--- config.mk ---
export PLATFORM = sky130hd
export DESIGN_NAME = type_length_line_deframer
export DESIGN_NICKNAME = d
export VERILOG_FILES = /design/src/rtl/tlld_pkg.sv /design/src/rtl/tlld_header.sv /design/src/rtl/type_length_line_deframer.sv
export SDC_FILE = /design/constraint.sdc
export NUM_CORES = 1
export LEC_CHECK = 0
export ABC_AREA = 1
export BUFFER_PORTS_ARGS = -buffer_cell sky130_fd_sc_hd__buf_2
export CORE_MARGIN = 4
export CORE_UTILIZATION = 35
export CTS_CLUSTER_DIAMETER = 80
export DETAILED_ROUTE_END_ITERATION = 8
export HOLD_SLACK_MARGIN = 0.02
export PLACE_DENSITY = 0.57
export RECOVER_POWER = 25
export SLEW_MARGIN = 10
export SYNTH_ARGS = -nofsm -noshare
export SYNTH_HDL_FRONTEND = slang
export SYNTH_SLANG_ARGS = --single-unit
--- constraint.sdc ---
create_clock -name clock -period 6.7 [get_ports clock]
set_input_delay 1.34 -clock clock [delete_from_list [all_inputs] [get_ports clock]]
set_output_delay 1.34 -clock clock [all_outputs]
set_load 0.01 [all_outputs]
--- src/rtl/tlld_pkg.sv ---
// Shared definitions for the type/length line deframer.
// Character constants, marker words, result codes and the line-end summary struct.
// No dependencies.
package tlld_pkg;

   localparam int TYPE_BITS_DEF   = 32;
   localparam int LENGTH_BITS_DEF = 31;

   // Result queue: four entries, so a line end with two reports always fits.
   localparam int Q_DEPTH    = 4;
   localparam int Q_IDX_BITS = $clog2(Q_DEPTH);
   localparam int Q_CNT_BITS = $clog2(Q_DEPTH + 1);

   localparam logic [7:0] CHAR_CR    = 8'h0D;
   localparam logic [7:0] CHAR_LF    = 8'h0A;
   localparam logic [7:0] CHAR_COLON = 8'h3A;
   localparam logic [7:0] CHAR_ZERO  = 8'h30;
   localparam logic [7:0] CHAR_NINE  = 8'h39;

   // "Type" and ";Len" as they sit in the four-byte history, newest byte low.
   localparam logic [31:0] WORD_TYPE = 32'h5479_7065;
   localparam logic [31:0] WORD_LEN  = 32'h3B4C_656E;

   localparam logic KIND_PAYLOAD = 1'b0;
   localparam logic KIND_STATUS  = 1'b1;

   localparam logic [2:0] CODE_NONE     = 3'd0;
   localparam logic [2:0] CODE_NO_TYPE  = 3'd0;
   localparam logic [2:0] CODE_NO_LEN   = 3'd1;
   localparam logic [2:0] CODE_BAD_TYPE = 3'd2;
   localparam logic [2:0] CODE_BAD_LEN  = 3'd3;
   localparam logic [2:0] CODE_EARLY    = 3'd4;

   // Outcome of a header line, valid in the cycle the CR LF completes.
   typedef struct packed {
      logic       done;   // line ended this transaction
      logic       early;  // bytes came before the marker
      logic       fail;   // an error report follows
      logic [2:0] code;   // error code when fail
   } line_type;

endpackage

--- src/rtl/tlld_header.sv ---
// Header line parser: CR LF detection, marker search and decimal field accumulation.
// Depends on tlld_pkg.
module tlld_header #(
   parameter int TYPE_BITS   = tlld_pkg::TYPE_BITS_DEF,
   parameter int LENGTH_BITS = tlld_pkg::LENGTH_BITS_DEF
) (
   input  logic                   clock,
   input  logic                   reset,
   input  logic                   step,
   input  logic [7:0]             in_byte,
   output tlld_pkg::line_type     line,
   output logic [TYPE_BITS-1:0]   hdr_type_val,
   output logic [LENGTH_BITS-1:0] hdr_length
);

   typedef enum logic [2:0] {
      PH_SEEK = 3'b001,
      PH_TYPE = 3'b010,
      PH_LEN  = 3'b100
   } phase_type;

   typedef struct packed {
      logic [31:0]            recent;
      phase_type              phase;
      logic [TYPE_BITS-2:0]   tacc;
      logic [LENGTH_BITS-1:0] lacc;
      logic                   tbad;
      logic                   lbad;
      logic                   thas;
      logic                   lhas;
      logic                   lhb;
      logic [2:0]             run;
   } hdr_type;

   localparam hdr_type HDR_CLEAR = '{
      recent: 32'd0, phase: PH_SEEK, tacc: '0, lacc: '0, tbad: 1'b0, lbad: 1'b0,
      thas: 1'b0, lhas: 1'b0, lhb: 1'b0, run: 3'd0
   };

   // One line byte through the marker matcher and the number accumulators.
   // Type digits trail by four bytes so that ";Len" never reaches the type text.
   function automatic hdr_type feed(input hdr_type s, input logic [7:0] x);
      hdr_type                n;
      logic [7:0]             c;
      logic [3:0]             d;
      logic [TYPE_BITS+2:0]   tprod;
      logic [LENGTH_BITS+3:0] lprod;
      logic                   tmark;
      logic                   lmark;
      begin
         n      = s;
         c      = s.recent[31:24];
         d      = 4'd0;
         tprod  = '0;
         lprod  = '0;
         tmark  = (s.recent == tlld_pkg::WORD_TYPE) && (x == tlld_pkg::CHAR_COLON);
         lmark  = (s.recent == tlld_pkg::WORD_LEN) && (x == tlld_pkg::CHAR_COLON);
         n.recent = {s.recent[23:0], x};
         if (tmark) begin
            n.lhb   = (s.phase != PH_SEEK) || (s.run > 3'd4);
            n.phase = PH_TYPE;
            n.tacc  = '0;
            n.lacc  = '0;
            n.tbad  = 1'b0;
            n.lbad  = 1'b0;
            n.thas  = 1'b0;
            n.lhas  = 1'b0;
            n.run   = 3'd0;
         end else begin
            if (s.phase == PH_TYPE && lmark) begin
               n.phase = PH_LEN;
            end else if (s.phase == PH_TYPE) begin
               if (s.run >= 3'd4) begin
                  if (c < tlld_pkg::CHAR_ZERO || c > tlld_pkg::CHAR_NINE) begin
                     n.tbad = 1'b1;
                  end else begin
                     d      = 4'(c - tlld_pkg::CHAR_ZERO);
                     n.thas = 1'b1;
                     tprod  = ({4'b0, s.tacc} << 3) + ({4'b0, s.tacc} << 1)
                              + (TYPE_BITS+3)'(d);
                     if (!s.tbad) begin
                        if (tprod[TYPE_BITS+2:TYPE_BITS-1] != '0) begin
                           n.tbad = 1'b1;
                        end else begin
                           n.tacc = tprod[TYPE_BITS-2:0];
                        end
                     end
                  end
               end
            end else if (s.phase == PH_LEN) begin
               if (x < tlld_pkg::CHAR_ZERO || x > tlld_pkg::CHAR_NINE) begin
                  n.lbad = 1'b1;
               end else begin
                  d      = 4'(x - tlld_pkg::CHAR_ZERO);
                  n.lhas = 1'b1;
                  lprod  = ({4'b0, s.lacc} << 3) + ({4'b0, s.lacc} << 1)
                           + (LENGTH_BITS+4)'(d);
                  if (!s.lbad) begin
                     if (lprod[LENGTH_BITS+3:LENGTH_BITS] != '0) begin
                        n.lbad = 1'b1;
                     end else begin
                        n.lacc = lprod[LENGTH_BITS-1:0];
                     end
                  end
               end
            end
            if (s.run != 3'd7) begin
               n.run = s.run + 3'd1;
            end
         end
         return n;
      end
   endfunction

   hdr_type hdr_ff, hdr_in;
   logic    cr_ff, cr_in;
   hdr_type fed_cr, base, fed_byte;
   logic    line_end;

   assign line_end = step && cr_ff && (in_byte == tlld_pkg::CHAR_LF);

   always_comb begin
      // A held CR that is not part of CR LF is an ordinary line byte.
      fed_cr   = feed(hdr_ff, tlld_pkg::CHAR_CR);
      base     = cr_ff ? fed_cr : hdr_ff;
      fed_byte = feed(base, in_byte);
      hdr_in   = hdr_ff;
      cr_in    = cr_ff;
      if (step) begin
         if (line_end) begin
            hdr_in = HDR_CLEAR;
            cr_in  = 1'b0;
         end else if (in_byte == tlld_pkg::CHAR_CR) begin
            hdr_in = base;
            cr_in  = 1'b1;
         end else begin
            hdr_in = fed_byte;
            cr_in  = 1'b0;
         end
      end
   end

   always_comb begin
      line.done  = line_end;
      line.early = 1'b0;
      line.fail  = 1'b1;
      line.code  = tlld_pkg::CODE_NO_TYPE;
      if (hdr_ff.phase != PH_SEEK) begin
         line.early = hdr_ff.lhb;
         priority if (hdr_ff.phase == PH_TYPE) begin
            line.code = tlld_pkg::CODE_NO_LEN;
         end else if (hdr_ff.tbad || !hdr_ff.thas) begin
            line.code = tlld_pkg::CODE_BAD_TYPE;
         end else if (hdr_ff.lbad || !hdr_ff.lhas) begin
            line.code = tlld_pkg::CODE_BAD_LEN;
         end else begin
            line.fail = 1'b0;
         end
      end
   end

   assign hdr_type_val = {1'b0, hdr_ff.tacc};
   assign hdr_length   = hdr_ff.lacc;

   always_ff @(posedge clock) begin
      if (reset) begin
         hdr_ff <= HDR_CLEAR;
         cr_ff  <= 1'b0;
      end else begin
         hdr_ff <= hdr_in;
         cr_ff  <= cr_in;
      end
   end

endmodule

--- src/rtl/type_length_line_deframer.sv ---
// Top level of the type/length line deframer: payload counter and result queue.
// Depends on tlld_pkg and tlld_header.
//
// The deframer accepts one byte per clock cycle, every cycle, as long as its result
// queue has room for two entries. Header lines ending in CR LF are parsed on the fly;
// a payload byte produces one result transaction, written into the queue as it is accepted,
// and a line end produces zero, one or two status transactions. Results wait in a
// four-entry queue, so req_ready drops only when three or more results are pending
// because the consumer is stalling.
module type_length_line_deframer #(
   parameter int TYPE_BITS   = tlld_pkg::TYPE_BITS_DEF,
   parameter int LENGTH_BITS = tlld_pkg::LENGTH_BITS_DEF
) (
   input  logic                        clock,
   input  logic                        reset,
   input  logic                        req_valid,
   output logic                        req_ready,
   input  logic [7:0]                  req_in_byte,
   output logic                        rsp_valid,
   input  logic                        rsp_ready,
   output logic                        rsp_out_kind,
   output logic [7:0]                  rsp_payload_byte,
   output logic signed [TYPE_BITS-1:0] rsp_message_type,
   output logic                        rsp_last_of_message,
   output logic [2:0]                  rsp_status_code
);

   typedef struct packed {
      logic                 kind;
      logic [7:0]           data;
      logic [TYPE_BITS-1:0] mtype;
      logic                 last;
      logic [2:0]           code;
   } result_type;

   logic                   in_payload_ff, in_payload_in;
   logic [LENGTH_BITS-1:0] remain_ff, remain_in;
   logic [TYPE_BITS-1:0]   cur_type_ff, cur_type_in;

   result_type                    queue_ff [tlld_pkg::Q_DEPTH];
   logic [tlld_pkg::Q_IDX_BITS-1:0] head_ff, head_in, tail_ff, tail_in;
   logic [tlld_pkg::Q_CNT_BITS-1:0] count_ff, count_in;

   logic                   accept;
   logic                   hdr_step;
   tlld_pkg::line_type     line;
   logic [TYPE_BITS-1:0]   hdr_type_val;
   logic [LENGTH_BITS-1:0] hdr_length;
   logic [1:0]             push_n;
   result_type             ent0, ent1;
   logic                   pop;

   assign req_ready = count_ff <= tlld_pkg::Q_CNT_BITS'(tlld_pkg::Q_DEPTH - 2);
   assign accept    = req_valid && req_ready;
   assign hdr_step  = accept && !in_payload_ff;
   assign pop       = rsp_valid && rsp_ready;

   tlld_header #(
      .TYPE_BITS   (TYPE_BITS),
      .LENGTH_BITS (LENGTH_BITS)
   ) u_header (
      .clock        (clock),
      .reset        (reset),
      .step         (hdr_step),
      .in_byte      (req_in_byte),
      .line         (line),
      .hdr_type_val (hdr_type_val),
      .hdr_length   (hdr_length)
   );

   always_comb begin
      in_payload_in = in_payload_ff;
      remain_in     = remain_ff;
      cur_type_in   = cur_type_ff;
      push_n        = 2'd0;
      ent0          = '{kind: tlld_pkg::KIND_STATUS, data: 8'd0, mtype: '0, last: 1'b0,
                        code: tlld_pkg::CODE_NONE};
      ent1          = ent0;
      if (accept && in_payload_ff) begin
         push_n        = 2'd1;
         ent0.kind     = tlld_pkg::KIND_PAYLOAD;
         ent0.data     = req_in_byte;
         ent0.mtype    = cur_type_ff;
         ent0.last     = (remain_ff == LENGTH_BITS'(1));
         remain_in     = remain_ff - LENGTH_BITS'(1);
         in_payload_in = (remain_ff != LENGTH_BITS'(1));
      end else if (line.done) begin
         // Early-data report goes out ahead of the error report.
         push_n    = {1'b0, line.early} + {1'b0, line.fail};
         ent0.code = line.early ? tlld_pkg::CODE_EARLY : line.code;
         ent1.code = line.code;
         if (!line.fail) begin
            cur_type_in   = hdr_type_val;
            remain_in     = hdr_length;
            in_payload_in = (hdr_length != '0);
         end
      end
   end

   assign tail_in  = tail_ff + tlld_pkg::Q_IDX_BITS'(push_n);
   assign head_in  = pop ? head_ff + tlld_pkg::Q_IDX_BITS'(1) : head_ff;
   assign count_in = count_ff + tlld_pkg::Q_CNT_BITS'(push_n)
                     - tlld_pkg::Q_CNT_BITS'(pop);

   always_ff @(posedge clock) begin
      if (push_n != 2'd0) begin
         queue_ff[tail_ff] <= ent0;
      end
      if (push_n == 2'd2) begin
         queue_ff[tail_ff + tlld_pkg::Q_IDX_BITS'(1)] <= ent1;
      end
   end

   always_ff @(posedge clock) begin
      if (reset) begin
         in_payload_ff <= 1'b0;
         remain_ff     <= '0;
         cur_type_ff   <= '0;
         head_ff       <= '0;
         tail_ff       <= '0;
         count_ff      <= '0;
      end else begin
         in_payload_ff <= in_payload_in;
         remain_ff     <= remain_in;
         cur_type_ff   <= cur_type_in;
         head_ff       <= head_in;
         tail_ff       <= tail_in;
         count_ff      <= count_in;
      end
   end

   assign rsp_valid           = count_ff != '0;
   assign rsp_out_kind        = queue_ff[head_ff].kind;
   assign rsp_payload_byte    = queue_ff[head_ff].data;
   assign rsp_message_type    = queue_ff[head_ff].mtype;
   assign rsp_last_of_message = queue_ff[head_ff].last;
   assign rsp_status_code     = queue_ff[head_ff].code;

endmodule

==> summary.txt <==
Status
  • Status: finished with violations
  • Failing checks: max-capacitance violations, max-slew violations

Synthesis
  • Synth Warn #: 0
  • Register area share after synthesis: 30.6%
  • #FFs+latches synth: 354
  • Number of synthesized flops with an enable pin: 8
  • Mapped Cells: roughly 3500
  • Synth area leader: dfxtp_1
  • Mapped Nets: 3698
  • Avg Inst Size Synth: 6.71 um2
  • Async SR Flop Fraction: 0%
  • Synth top area cells: dfxtp_1, nand2_1, ha_1, o21ai_0, nor2_1
  • Synth Cell Area: about 23000 um2
  • Top_reg_cell synth: dfxtp_1
  • Synth unique cells: 66
  • Synth top area share: about 30%

Worst setup path
  • Largest stage delay, worst path: 0.58 ns
  • Crit path top cell by count: nand2_1
  • WP data arrival: 6.62 ns
  • CP endpoint kind: register
  • Type of origin of the critical path: register
  • Crit path max-delay family: simple AND/OR/NAND/NOR gates
  • Buffers and inverters on the worst path: 4
  • Worst Path Class, Setup: register to register
  • Crit path max fanout: 19
  • CP max stage cell: fa_1
  • CP required: 7.18 ns

STA
  • Fin crit share: a little over 90%
  • Worst Clk Skew: 0.0284 ns
  • Final Hold Fails: 0
  • Fmax: 0.163 GHz
  • Pins Over Slew Limit: between 200 and 250
  • Worst Tran Pin Value: 3.60 ns
  • Fin crit period: 6.14 ns
  • Unrepaired setup endpoints after global routing: false
  • Fin Setup TNS: 0 ns
  • Finish-stage setup viols: 0
  • Max-slew headroom: -140%

Detailed routing
  • Antenna Nets Post-Route: 0
  • DRC: 0
  • Iteration-0 DRC Markers: 1849
  • WL/cell: 16.6 um
  • Via density: 5.20
  • Total wire length: 72900 um
  • Vias: 22800
  • DR pass1 iterations: 5

Power
  • Static leakage: 11.9 nW
  • Peak supply drop: approximately 200 uV
  • Total power draw: 5.68 mW
  • Pwr per Cell Area: 219 nW/um2

Global routing
  • Gr usage total: 19.9%
  • Vias in the first global route: 21200
  • First-pass GRT wire length: 116000 um
  • Grt ovf: 0
  • Initial antenna violation count: 1
  • Pin count of the biggest net entering global routing: 77

Worst hold path
  • Hold WC Path Type: register to register

Finish
  • Final net count: 3703
  • Share of layout cells above drive strength 1: 6.84%
  • Synth-to-Final Area Change: 10.9%
  • Ant diodes: 0
  • Most common cell after layout, fill and taps aside: nand2_1
  • FILL cells: 7088
  • Most frequent cells in the layout: nand2_1, nor2_1, o21ai_0

Clocking
  • Max Root-Sink Buffers: 3
  • CTS Sinks: 354
  • Cts bufs inserted: 42
  • Htree depth: 2
  • Worst skew pair latency: 0.57 ns
  • Clock transition at path regs: 0.06 ns
  • CTS tree: done
  • Root Driver: clkbuf_16

Die
  • Initial Util: 35.5%
  • Horiz. Die Dim: 267 um
  • Boundary pin count: 59
  • Die H: roughly 270 um
  • Core area: 66000 um2
  • DIE AREA: 71100 um2
  • Row cnt: 94

Place
  • GP Congestion: 0.902
  • DP HPWL: between 50000 and 60000 um
  • Number of I/O port buffers: 57

Job
  • Max Cap Viol: 4
==> cells in the mapped netlist (all sizes together) (41+ instances only) <==
| cell type | count |
|---|---|
| buf | 41 |
| nor3 | 45 |
| ha | 194 |
| clkbuf | 103 |
| nand3 | 103 |
| o22ai | 47 |
| inv | 389 |
| a21oi | 274 |
| o21ai | 431 |
| nor2 | 433 |
| nand2 | 737 |
| dfxtp | 346 |
==> metrics by stage <==
stage | std cells | utilization, % | setup slack (ns) | hold slack, ns | area [um2]
global route | 4386 | 39.3 | 0.00609 | 0.474 | 25900
detailed placement | 4303 | 37.1 | 0.121 | 0.440 | 24500
finish | 4386 | 39.3 | 0.559 | 0.450 | 25900
floorplan | 3485 | - | 0.997 | 0.419 | 23400
global placement | 4303 | 37.1 | 0.294 | 0.433 | 24500
CTS | 4379 | 39.2 | 0.0981 | 0.451 | 25900
==> cell type report <==
class | count | area [um2] | share of cell area, %
multi-input combinational | 2597 | 14200 | 54.7
clock inverter | 11 | 185 | 0.714
tap | 864 | 1080 | 4.17
inverter | 392 | 1470 | 5.67
timing repair buffer | 103 | 623 | 2.40
sequential | 354 | 7170 | 27.6
clock buffer | 65 | 1230 | 4.73
==> sequential cells by signal, summed over array words and instances, names as in the netlist, 3 cells and up, named ones only <==
name / flops
u_header.hdr_ff: 15
queue_ff: 176
u_header.hdr_type_val: 31
u_header.hdr_length: 31
count_ff: 3
cur_type_ff: 31
remain_ff: 31
u_header.fed_cr: 28
==> kinds of logic (layout without fill, tap and decap cells) <==
| logic type | count (synthesis) | after routing | share of synthesized area [%] |
|---|---|---|---|
| fa+ha+maj | 201 | 201 | 11.0 |
| other cells | 1 | 1 | 0.0160 |
| compound gates | 890 | 890 | 20.9 |
| xor+xnor | 76 | 76 | 2.84 |
| mux | 6 | 6 | 0.257 |
| flops | 354 | 354 | 30.6 |
| simple gates | 1421 | 1423 | 25.4 |
| buf+inv | 536 | 571 | 9.03 |
==> worst paths after layout <==
check                            from                        end  slack, ns  cells past startpoint
min reg2reg                head_ff[0]                   register       0.45                      1
min                        head_ff[0]                   register       0.45                      1
max          u_header.hdr_type_val[0]  u_header.hdr_type_val[16]       0.56                     34
max reg2reg  u_header.hdr_type_val[0]  u_header.hdr_type_val[16]       0.56                     34
==> power breakdown <==
part | total (mW) | switching [mW] | internal [mW]
clock | 2.36 | 0.938 | 1.42
combinational | 1.14 | 0.804 | 0.333
sequential | 2.19 | 0.0317 | 2.16
total | 5.68 | 1.77 | 3.91
==> layer usage <==
| metal | up-vias | wire length [um] | track usage, % | part of all wire (%) |
|---|---|---|---|---|
| met5 | - | 13 | 0 | 0.018 |
| met3 | 82 | 4070 | 2.91 | 5.6 |
| met4 | 2 | 1260 | 4.17 | 1.7 |
| met2 | 530 | 30800 | 30.7 | 42 |
| li1 | 11600 | - | - | - |
| met1 | 10600 | 36700 | 29.5 | 50 |
==> repair_timing <==
item                                    CTS  global route
hold buffers                              0             0
setup buffers                             0             5
resized for setup                         0            12
endpoints found under the setup margin    0            32
Note: power is estimated with default switching activity, not from simulation.
